`src/rtl/core/tss_pkg.sv`:
```
// shared types and constants of the time slot schedule table
// slot entry layout, kind codes, clock limits and the slot test result bundle
// no dependencies
`timescale 1ns / 1ps
`default_nettype none

package tss_pkg;

  // minutes since midnight, wide enough for hour 31 and minute 63
  localparam int unsigned TIME_W = 11;

  localparam int unsigned MIN_PER_HOUR = 60;
  localparam int unsigned MAX_HOUR     = 23;
  localparam int unsigned MAX_MINUTE   = 59;
  localparam int unsigned SAFE_POWER   = 100;

  // item kinds
  localparam logic [2:0] KIND_LOAD    = 3'd0;
  localparam logic [2:0] KIND_COMMIT  = 3'd1;
  localparam logic [2:0] KIND_CHECK   = 3'd2;
  localparam logic [2:0] KIND_ADVANCE = 3'd3;
  localparam logic [2:0] KIND_LOCATE  = 3'd4;
  localparam logic [2:0] KIND_SET     = 3'd5;

  typedef struct packed {
    logic [7:0] pw;
    logic [5:0] em;
    logic [4:0] eh;
    logic [5:0] sm;
    logic [4:0] sh;
  } tss_entry_t;

  typedef struct packed {
    logic in_slot;
    logic range_ok;
    logic wraps;
  } tss_eval_t;

endpackage

`default_nettype wire

```
`src/rtl/core/tss_table.sv`:
```
// slot table memory, one write and one registered read port
// per-entry written bits let an untouched entry read as its reset value
// depends on tss_pkg
`timescale 1ns / 1ps
`default_nettype none

module tss_table
  import tss_pkg::*;
#(
  parameter int DEPTH = 9
) (
  input  wire logic                     clk,
  input  wire logic                     rst_n,
  input  wire logic                     wr_en,
  input  wire logic [$clog2(DEPTH)-1:0] wr_addr,
  input  wire tss_entry_t               wr_data,
  input  wire logic                     rd_en,
  input  wire logic [$clog2(DEPTH)-1:0] rd_addr,
  output tss_entry_t                    rd_data,
  output logic                          rd_hit
);

  tss_entry_t             mem [DEPTH];
  logic       [DEPTH-1:0] written_r;
  tss_entry_t             rd_data_r;
  logic                   rd_hit_r;

  always_ff @(posedge clk) begin
    if (wr_en) begin
      mem[wr_addr] <= wr_data;
    end
    if (rd_en) begin
      rd_data_r <= mem[rd_addr];
    end
  end

  always_ff @(posedge clk) begin
    if (!rst_n) begin
      written_r <= '0;
      rd_hit_r  <= 1'b0;
    end else begin
      if (wr_en) begin
        written_r[wr_addr] <= 1'b1;
      end
      if (rd_en) begin
        rd_hit_r <= written_r[rd_addr];
      end
    end
  end

  assign rd_data = rd_data_r;
  assign rd_hit  = rd_hit_r;

endmodule

`default_nettype wire

```
`src/rtl/core/tss_eval.sv`:
```
// slot test for one entry: range check, wrap flag and time containment
// depends on tss_pkg
`timescale 1ns / 1ps
`default_nettype none

module tss_eval
  import tss_pkg::*;
(
  input  wire tss_entry_t          entry,
  input  wire logic [TIME_W-1:0]   now,
  output tss_eval_t                result
);

  logic [TIME_W-1:0] start_min;
  logic [TIME_W-1:0] end_min;

  always_comb begin
    start_min = TIME_W'(entry.sh) * TIME_W'(MIN_PER_HOUR) + TIME_W'(entry.sm);
    end_min   = TIME_W'(entry.eh) * TIME_W'(MIN_PER_HOUR) + TIME_W'(entry.em);

    result.wraps    = (start_min >= end_min);
    result.range_ok = (entry.sh <= 5'(MAX_HOUR)) && (entry.eh <= 5'(MAX_HOUR)) &&
                      (entry.sm <= 6'(MAX_MINUTE)) && (entry.em <= 6'(MAX_MINUTE));
    // inclusive bounds, a slot with start after end runs past midnight
    if (start_min <= end_min) begin
      result.in_slot = (now >= start_min) && (now <= end_min);
    end else begin
      result.in_slot = (now >= start_min) || (now <= end_min);
    end
  end

endmodule

`default_nettype wire

```
`src/rtl/core/time_slot_schedule_table.sv`:
```
// top level of the daily lamp schedule: sequencer, staging and active tables
// depends on tss_pkg, tss_table and tss_eval
`timescale 1ns / 1ps
`default_nettype none

// Daily lamp-dimming schedule of SLOTS slots, each a start time, an end time
// and a power byte. Each accepted item gives exactly one result. Load writes
// an entry of the staging table; commit checks the staging table (hours up to
// 23, minutes up to 59, at most one slot with start at or after end) and, if
// it passes, copies it into the active table and selects the first slot that
// holds the given time; check tells whether the time lies in the current slot;
// advance, locate and set slot move the current slot. Every result carries
// the current slot index and its power byte. Both tables sit in synchronous
// memories with one write and one read port that are walked one entry per
// cycle. A commit makes a validation pass and then a copy pass over the
// staging table, a locate one pass over the active table; every kind ends
// by reading the power byte of the current slot. The input is ready again
// once the result is registered. One item is in work at a time; a finished
// result waits in the output register while the next item is taken.
// Right after reset the active table holds a safe
// schedule (slot i from i+1:00 to i+2:00, the last slot ending at 01:00,
// power 100) and the staging table holds zeros; no clearing pass is needed.
module time_slot_schedule_table
  import tss_pkg::*;
#(
  parameter int SLOTS = 9
) (
  input  wire logic        clk,
  input  wire logic        rst_n,
  // input item channel
  input  wire logic        in_tvalid,
  output logic             in_tready,
  // tdata from bit 0: slot[3:0], start_hour[8:4], start_minute[14:9],
  // end_hour[19:15], end_minute[25:20], power[33:26], time_hour[38:34],
  // time_minute[44:39], zero fill [47:45]
  input  wire logic [47:0] in_tdata,
  // tuser: kind[2:0]
  input  wire logic [2:0]  in_tuser,
  // result channel
  output logic             out_tvalid,
  input  wire logic        out_tready,
  // tdata from bit 0: accepted[0], in_slot[1], power_level[9:2],
  // current_index[13:10], zero fill [15:14]
  output logic [15:0]      out_tdata
);

  localparam int AW = $clog2(SLOTS);
  localparam int CW = $clog2(SLOTS + 1);

  // sequencer states
  localparam logic [2:0] S_IDLE = 3'd0;
  localparam logic [2:0] S_LOAD = 3'd1;
  localparam logic [2:0] S_VAL  = 3'd2;
  localparam logic [2:0] S_COPY = 3'd3;
  localparam logic [2:0] S_LOC  = 3'd4;
  localparam logic [2:0] S_RDPW = 3'd5;
  localparam logic [2:0] S_PW   = 3'd6;

  // safe schedule entry for an active slot never written since reset
  function automatic tss_entry_t safe_entry(input logic [AW-1:0] idx);
    tss_entry_t e;
    e.sh = 5'(idx) + 5'd1;
    e.sm = '0;
    e.eh = (idx == AW'(SLOTS - 1)) ? 5'd1 : 5'(idx) + 5'd2;
    e.em = '0;
    e.pw = 8'(SAFE_POWER);
    return e;
  endfunction

  // control state
  logic [2:0]        state_r, state_nxt;
  logic [AW-1:0]     cur_r, cur_nxt;
  logic [CW-1:0]     cnt_r, cnt_nxt;
  logic              pend_r, pend_nxt;
  logic              out_valid_r, out_valid_nxt;

  // item and sweep payload
  logic [2:0]        kind_r, kind_nxt;
  logic [3:0]        slot_r, slot_nxt;
  tss_entry_t        entry_r, entry_nxt;
  logic [TIME_W-1:0] time_r, time_nxt;
  logic [AW-1:0]     pidx_r, pidx_nxt;
  logic              bad_r, bad_nxt;
  logic              wrap_r, wrap_nxt;
  logic              found_r, found_nxt;
  logic              acc_r, acc_nxt;
  logic [15:0]       out_data_r, out_data_nxt;

  // memory ports
  logic              stg_we, stg_re, act_we, act_re;
  logic [AW-1:0]     stg_waddr, stg_raddr, act_waddr, act_raddr;
  tss_entry_t        stg_wdata, act_wdata;
  tss_entry_t        stg_rdata, act_rdata;
  logic              stg_hit, act_hit;

  tss_entry_t        stg_entry, act_entry, ev_entry;
  tss_eval_t         ev;

  logic              accept;
  logic              issue;
  logic [AW-1:0]     issue_idx;

  tss_table #(.DEPTH(SLOTS)) u_staged (
    .clk     (clk),
    .rst_n   (rst_n),
    .wr_en   (stg_we),
    .wr_addr (stg_waddr),
    .wr_data (stg_wdata),
    .rd_en   (stg_re),
    .rd_addr (stg_raddr),
    .rd_data (stg_rdata),
    .rd_hit  (stg_hit)
  );

  tss_table #(.DEPTH(SLOTS)) u_active (
    .clk     (clk),
    .rst_n   (rst_n),
    .wr_en   (act_we),
    .wr_addr (act_waddr),
    .wr_data (act_wdata),
    .rd_en   (act_re),
    .rd_addr (act_raddr),
    .rd_data (act_rdata),
    .rd_hit  (act_hit)
  );

  // untouched entries read as their reset contents
  assign stg_entry = stg_hit ? stg_rdata : '0;
  assign act_entry = act_hit ? act_rdata : safe_entry(pidx_r);
  // the sweeps over the staging table test staged data, all else the active table
  assign ev_entry  = (state_r == S_VAL || state_r == S_COPY) ? stg_entry : act_entry;

  tss_eval u_eval (
    .entry  (ev_entry),
    .now    (time_r),
    .result (ev)
  );

  assign in_tready  = (state_r == S_IDLE);
  assign accept     = in_tvalid && in_tready;
  assign issue      = (cnt_r < CW'(SLOTS));
  assign issue_idx  = cnt_r[AW-1:0];
  assign out_tvalid = out_valid_r;
  assign out_tdata  = out_data_r;

  always_comb begin
    state_nxt     = state_r;
    cur_nxt       = cur_r;
    cnt_nxt       = cnt_r;
    pend_nxt      = pend_r;
    out_valid_nxt = out_valid_r;
    kind_nxt      = kind_r;
    slot_nxt      = slot_r;
    entry_nxt     = entry_r;
    time_nxt      = time_r;
    pidx_nxt      = pidx_r;
    bad_nxt       = bad_r;
    wrap_nxt      = wrap_r;
    found_nxt     = found_r;
    acc_nxt       = acc_r;
    out_data_nxt  = out_data_r;

    stg_we    = 1'b0;
    stg_waddr = slot_r[AW-1:0];
    stg_wdata = entry_r;
    stg_re    = 1'b0;
    stg_raddr = issue_idx;
    act_we    = 1'b0;
    act_waddr = pidx_r;
    act_wdata = stg_entry;
    act_re    = 1'b0;
    act_raddr = issue_idx;

    // result taken by the consumer
    if (out_valid_r && out_tready) begin
      out_valid_nxt = 1'b0;
    end

    case (state_r)
      S_IDLE: begin
        if (accept) begin
          kind_nxt     = in_tuser;
          slot_nxt     = in_tdata[3:0];
          entry_nxt.sh = in_tdata[8:4];
          entry_nxt.sm = in_tdata[14:9];
          entry_nxt.eh = in_tdata[19:15];
          entry_nxt.em = in_tdata[25:20];
          entry_nxt.pw = in_tdata[33:26];
          time_nxt     = TIME_W'(in_tdata[38:34]) * TIME_W'(MIN_PER_HOUR) +
                         TIME_W'(in_tdata[44:39]);
          acc_nxt      = 1'b1;
          cnt_nxt      = '0;
          pend_nxt     = 1'b0;
          bad_nxt      = 1'b0;
          wrap_nxt     = 1'b0;
          found_nxt    = 1'b0;
          case (in_tuser)
            KIND_LOAD:   state_nxt = S_LOAD;
            KIND_COMMIT: state_nxt = S_VAL;
            KIND_LOCATE: state_nxt = S_LOC;
            KIND_ADVANCE: begin
              cur_nxt   = (cur_r == AW'(SLOTS - 1)) ? '0 : cur_r + AW'(1);
              state_nxt = S_RDPW;
            end
            KIND_SET: begin
              if ({1'b0, in_tdata[3:0]} < 5'(SLOTS)) begin
                cur_nxt = in_tdata[AW-1:0];
              end
              state_nxt = S_RDPW;
            end
            default: state_nxt = S_RDPW;
          endcase
        end
      end

      S_LOAD: begin
        // slot indexes past the table are dropped
        stg_we    = ({1'b0, slot_r} < 5'(SLOTS));
        state_nxt = S_RDPW;
      end

      S_VAL, S_COPY, S_LOC: begin
        // issue one read per cycle, evaluate each read in the cycle after its issue
        if (issue) begin
          stg_re   = (state_r != S_LOC);
          act_re   = (state_r == S_LOC);
          cnt_nxt  = cnt_r + CW'(1);
          pend_nxt = 1'b1;
          pidx_nxt = issue_idx;
        end else begin
          pend_nxt = 1'b0;
        end

        if (pend_r) begin
          case (state_r)
            S_VAL: begin
              if (!ev.range_ok) begin
                bad_nxt = 1'b1;
              end
              if (ev.wraps) begin
                if (wrap_r) begin
                  bad_nxt = 1'b1;
                end
                wrap_nxt = 1'b1;
              end
            end
            S_COPY: begin
              act_we = 1'b1;
              // first slot holding the time wins
              if (ev.in_slot && !found_r) begin
                found_nxt = 1'b1;
                cur_nxt   = pidx_r;
              end
            end
            default: begin
              // locate: last slot holding the time wins
              if (ev.in_slot) begin
                cur_nxt = pidx_r;
              end
            end
          endcase
        end

        if (!issue && !pend_r) begin
          if (state_r == S_VAL && !bad_r) begin
            cnt_nxt   = '0;
            found_nxt = 1'b0;
            state_nxt = S_COPY;
          end else begin
            if (state_r == S_VAL) begin
              acc_nxt = 1'b0;
            end
            state_nxt = S_RDPW;
          end
        end
      end

      S_RDPW: begin
        act_re    = 1'b1;
        act_raddr = cur_r;
        pidx_nxt  = cur_r;
        state_nxt = S_PW;
      end

      S_PW: begin
        // read data holds while the output register is still full
        if (!out_valid_r || out_tready) begin
          out_data_nxt  = {2'b00, 4'(cur_r), act_entry.pw,
                           (kind_r == KIND_CHECK) && ev.in_slot, acc_r};
          out_valid_nxt = 1'b1;
          state_nxt     = S_IDLE;
        end
      end

      default: state_nxt = S_IDLE;
    endcase
  end

  always_ff @(posedge clk) begin
    if (!rst_n) begin
      state_r     <= S_IDLE;
      cur_r       <= '0;
      cnt_r       <= '0;
      pend_r      <= 1'b0;
      out_valid_r <= 1'b0;
    end else begin
      state_r     <= state_nxt;
      cur_r       <= cur_nxt;
      cnt_r       <= cnt_nxt;
      pend_r      <= pend_nxt;
      out_valid_r <= out_valid_nxt;
    end
  end

  always_ff @(posedge clk) begin
    kind_r     <= kind_nxt;
    slot_r     <= slot_nxt;
    entry_r    <= entry_nxt;
    time_r     <= time_nxt;
    pidx_r     <= pidx_nxt;
    bad_r      <= bad_nxt;
    wrap_r     <= wrap_nxt;
    found_r    <= found_nxt;
    acc_r      <= acc_nxt;
    out_data_r <= out_data_nxt;
  end

endmodule

`default_nettype wire

```
`config.mk`:
```
export PLATFORM = sky130hd
export DESIGN_NAME = time_slot_schedule_table
export DESIGN_NICKNAME = d
export VERILOG_FILES = /design/src/rtl/core/tss_pkg.sv /design/src/rtl/core/tss_table.sv /design/src/rtl/core/tss_eval.sv /design/src/rtl/core/time_slot_schedule_table.sv
export SDC_FILE = /design/constraint.sdc
export NUM_CORES = 1
export LEC_CHECK = 0
export BUFFER_PORTS_ARGS = -buffer_cell sky130_fd_sc_hd__clkbuf_2
export CAP_MARGIN = 10
export CORE_UTILIZATION = 59
export CTS_CLUSTER_DIAMETER = 80
export DETAILED_ROUTE_END_ITERATION = 8
export PLACE_DENSITY_LB_ADDON = 0.08
export SYNTH_ARGS = -nofsm -noshare
export SYNTH_HDL_FRONTEND = slang
export SYNTH_HIERARCHICAL = 1
export SYNTH_SLANG_ARGS = --single-unit
```
`constraint.sdc`:
```
create_clock -name clk -period 19.9 [get_ports clk]
set_input_delay 1.99 -clock clk [delete_from_list [all_inputs] [get_ports clk]]
set_output_delay 1.99 -clock clk [all_outputs]
set_load 0.005 [all_outputs]
```
==> results.tsv <==
metric	value	unit
status	finished, final reports clean	
die_h	229.3	um
h-tree-depth	3	
cts_resized	0	
drc	0	
cts_max_path_buffers	3	
num_rows	82	
leakagePower	11.87	nW
cts_tree	yes	
clk_latency	0.61	ns
design_area	0.03392	mm^2
syn_avg_cell_area	17.40	um^2
first_pass_iters	5	
track_usage	22.95	%
diodes	0	
min_path_type	register to register	
die_x	229.3	um
fin_crit	7.562	ns
fmax	0.1322	GHz
nFillCells	3393	
grt_max_degree	68	
ff_latch_area	0.02079	mm^2
antenna_found_initial	0	
timing.slew.headroom	36.70	%
grt_pass1_vias	15390	
cp_slowest_cell	a21oi_1	
fin_ws	12.34	ns
path_class	register to register	
cap_violations	0	
grt_pass1_wl	90.27	mm
worstSetupEndpointType	register	
cts_setup_buffers	0	
vias_per_cell	5.915	
arrival	8.09	ns
cts_sinks	703	
place.gp.congestion	0.8159	
grt_overflow	0	
io_pins	73	
multi_input_area	0.009016	mm^2
hold_viol	0	
syn_area	0.03047	mm^2
r2r_slack	12.34	ns
cp-start-kind	register	
clk_pin_slew	0.05	ns
dpl-instance-area	0.03158	mm^2
finalSetupTns	0	ns
port-buffer-count	67	
powerDensity	176.3	mW/mm^2
drt-total-wl	58.65	mm
syn2layout_area_growth	11.34	%
wl_per_cell	22.68	um
finalSetupViolations	0	
layout.nets	2019	
vias	15300	
dp_slack	12.43	ns
slew_viol_final	0	
clockRootBuffer	clkbuf_16	
crit_path_max_incr_delay	0.80	ns
core	0.05058	mm^2
critPathMostFrequentCell	maj3_2	
drive_gt1_share	15.41	%
netlist_instances	1751	
ctsHoldBuffers	0	
finClkSkew	0.01381	ns
cts_buffers	73	
cp.required	20.42	ns
irDropWorstVdd	0.2358	mV
post-route-period-util	38.00	%
cp_max_fo	28	
ys_warn_count	6	
tightest_slew	0.9495	ns
drtIter0Drc	1114	
hpwl	33.44	mm
ant_nets	0	
rsz0062_at_grt	false	
floorplan.initialDensity	60.24	%
crit_chain	nand2b_2 > a21oi_1 > fa_1 > inv_1 > fa_1 > inv_1 > fa_1 > ha_1 > nor2b_1 > o21ai_0 > xnor2_1 > ha_1 > inv_1 > maj3_2 > maj3_2 > maj3_2 > a22oi_2 > maj3_2 > nand2b_1 > o32a_1 > a221o_1 > or3_1 > a21oi_1	
die-area	0.05256	mm^2
-- state kept, by name, summed over array words and instances, names as in the netlist, 4 cells and up --
register / flops
u_active/rd_data: 30
u_staged/mem: 270
out_tdata: 14
entry_r: 30
u_active/mem: 270
cnt_r: 4
slot_r: 4
u_active/written_r: 9
u_staged/rd_data: 30
u_staged/written_r: 9
cur_r: 4
act_waddr: 4
time_r: 11
-- area by class of cell --
cell class / count / area share (%)
Clock buffer: 100 / 5.839
Inverter: 95 / 1.051
Timing Repair Buffer: 99 / 1.697
Clock inverter: 35 / 1.077
Sequential cell: 703 / 61.28
Tap cell: 672 / 2.479
Multi-Input combinational cell: 882 / 26.58
-- power breakdown --
group          total (mW)  switching (mW)  internal [mW]
clock network        1.32           0.545          0.780
registers            1.86          0.0963           1.76
logic                2.80            1.56           1.24
-- worst max-delay path, delay by kind of cell (launching register included) --
| family | cells | cell delay (ns) |
|---|---|---|
| adders and majority gates | 9 | 3.18 |
| AOI/OAI and AO/OA | 6 | 1.90 |
| DFF | 1 | 0.66 |
| and+or+nand+nor | 4 | 1.20 |
| buffers and inverters | 3 | 0.22 |
| xor gates and xnor gates | 1 | 0.30 |
-- through the flow --
stage,power (mW),hold slack (ns),cells,util (%)
floorplan,4.126,0.4003,1752,-
global placement,4.652,0.4211,2451,62.43
detailed placement,4.692,0.4111,2451,62.43
CTS,6.032,0.4225,2586,67.07
global route,6.422,0.4257,2586,67.07
finish,5.980,0.4232,2586,67.07
-- placed cells by master, fill, tap and decap left out, types with 31 or more instances in the layout --
master and n:
a21oi_1 31, and2_1 37, buf_4 32, clkbuf_16 75
clkbuf_2 67, edfxtp_1 670, ha_1 86, inv_1 94
mux2i_1 64, mux4_1 92, nand2_1 112, nor2_1 42
o21ai_1 62
-- final timing paths --
check	cells after the start	endpoint	start
setup / recovery	23	cur_r[3]	state_r[1]
hold / removal	0	out_tdata[0]	acc_r
setup reg to reg	23	cur_r[3]	state_r[1]
hold reg to reg	0	out_tdata[0]	acc_r
-- metal layers --
metal	GRT usage, %	vias up	wire, um
li1	-	7069	-
met1	31.97	7778	25720
met2	38.48	380	29200
met3	3.287	68	2920
met4	5.833	0	819
met5	0	-	0
No activity file was read; power rests on OpenSTA's default activity.
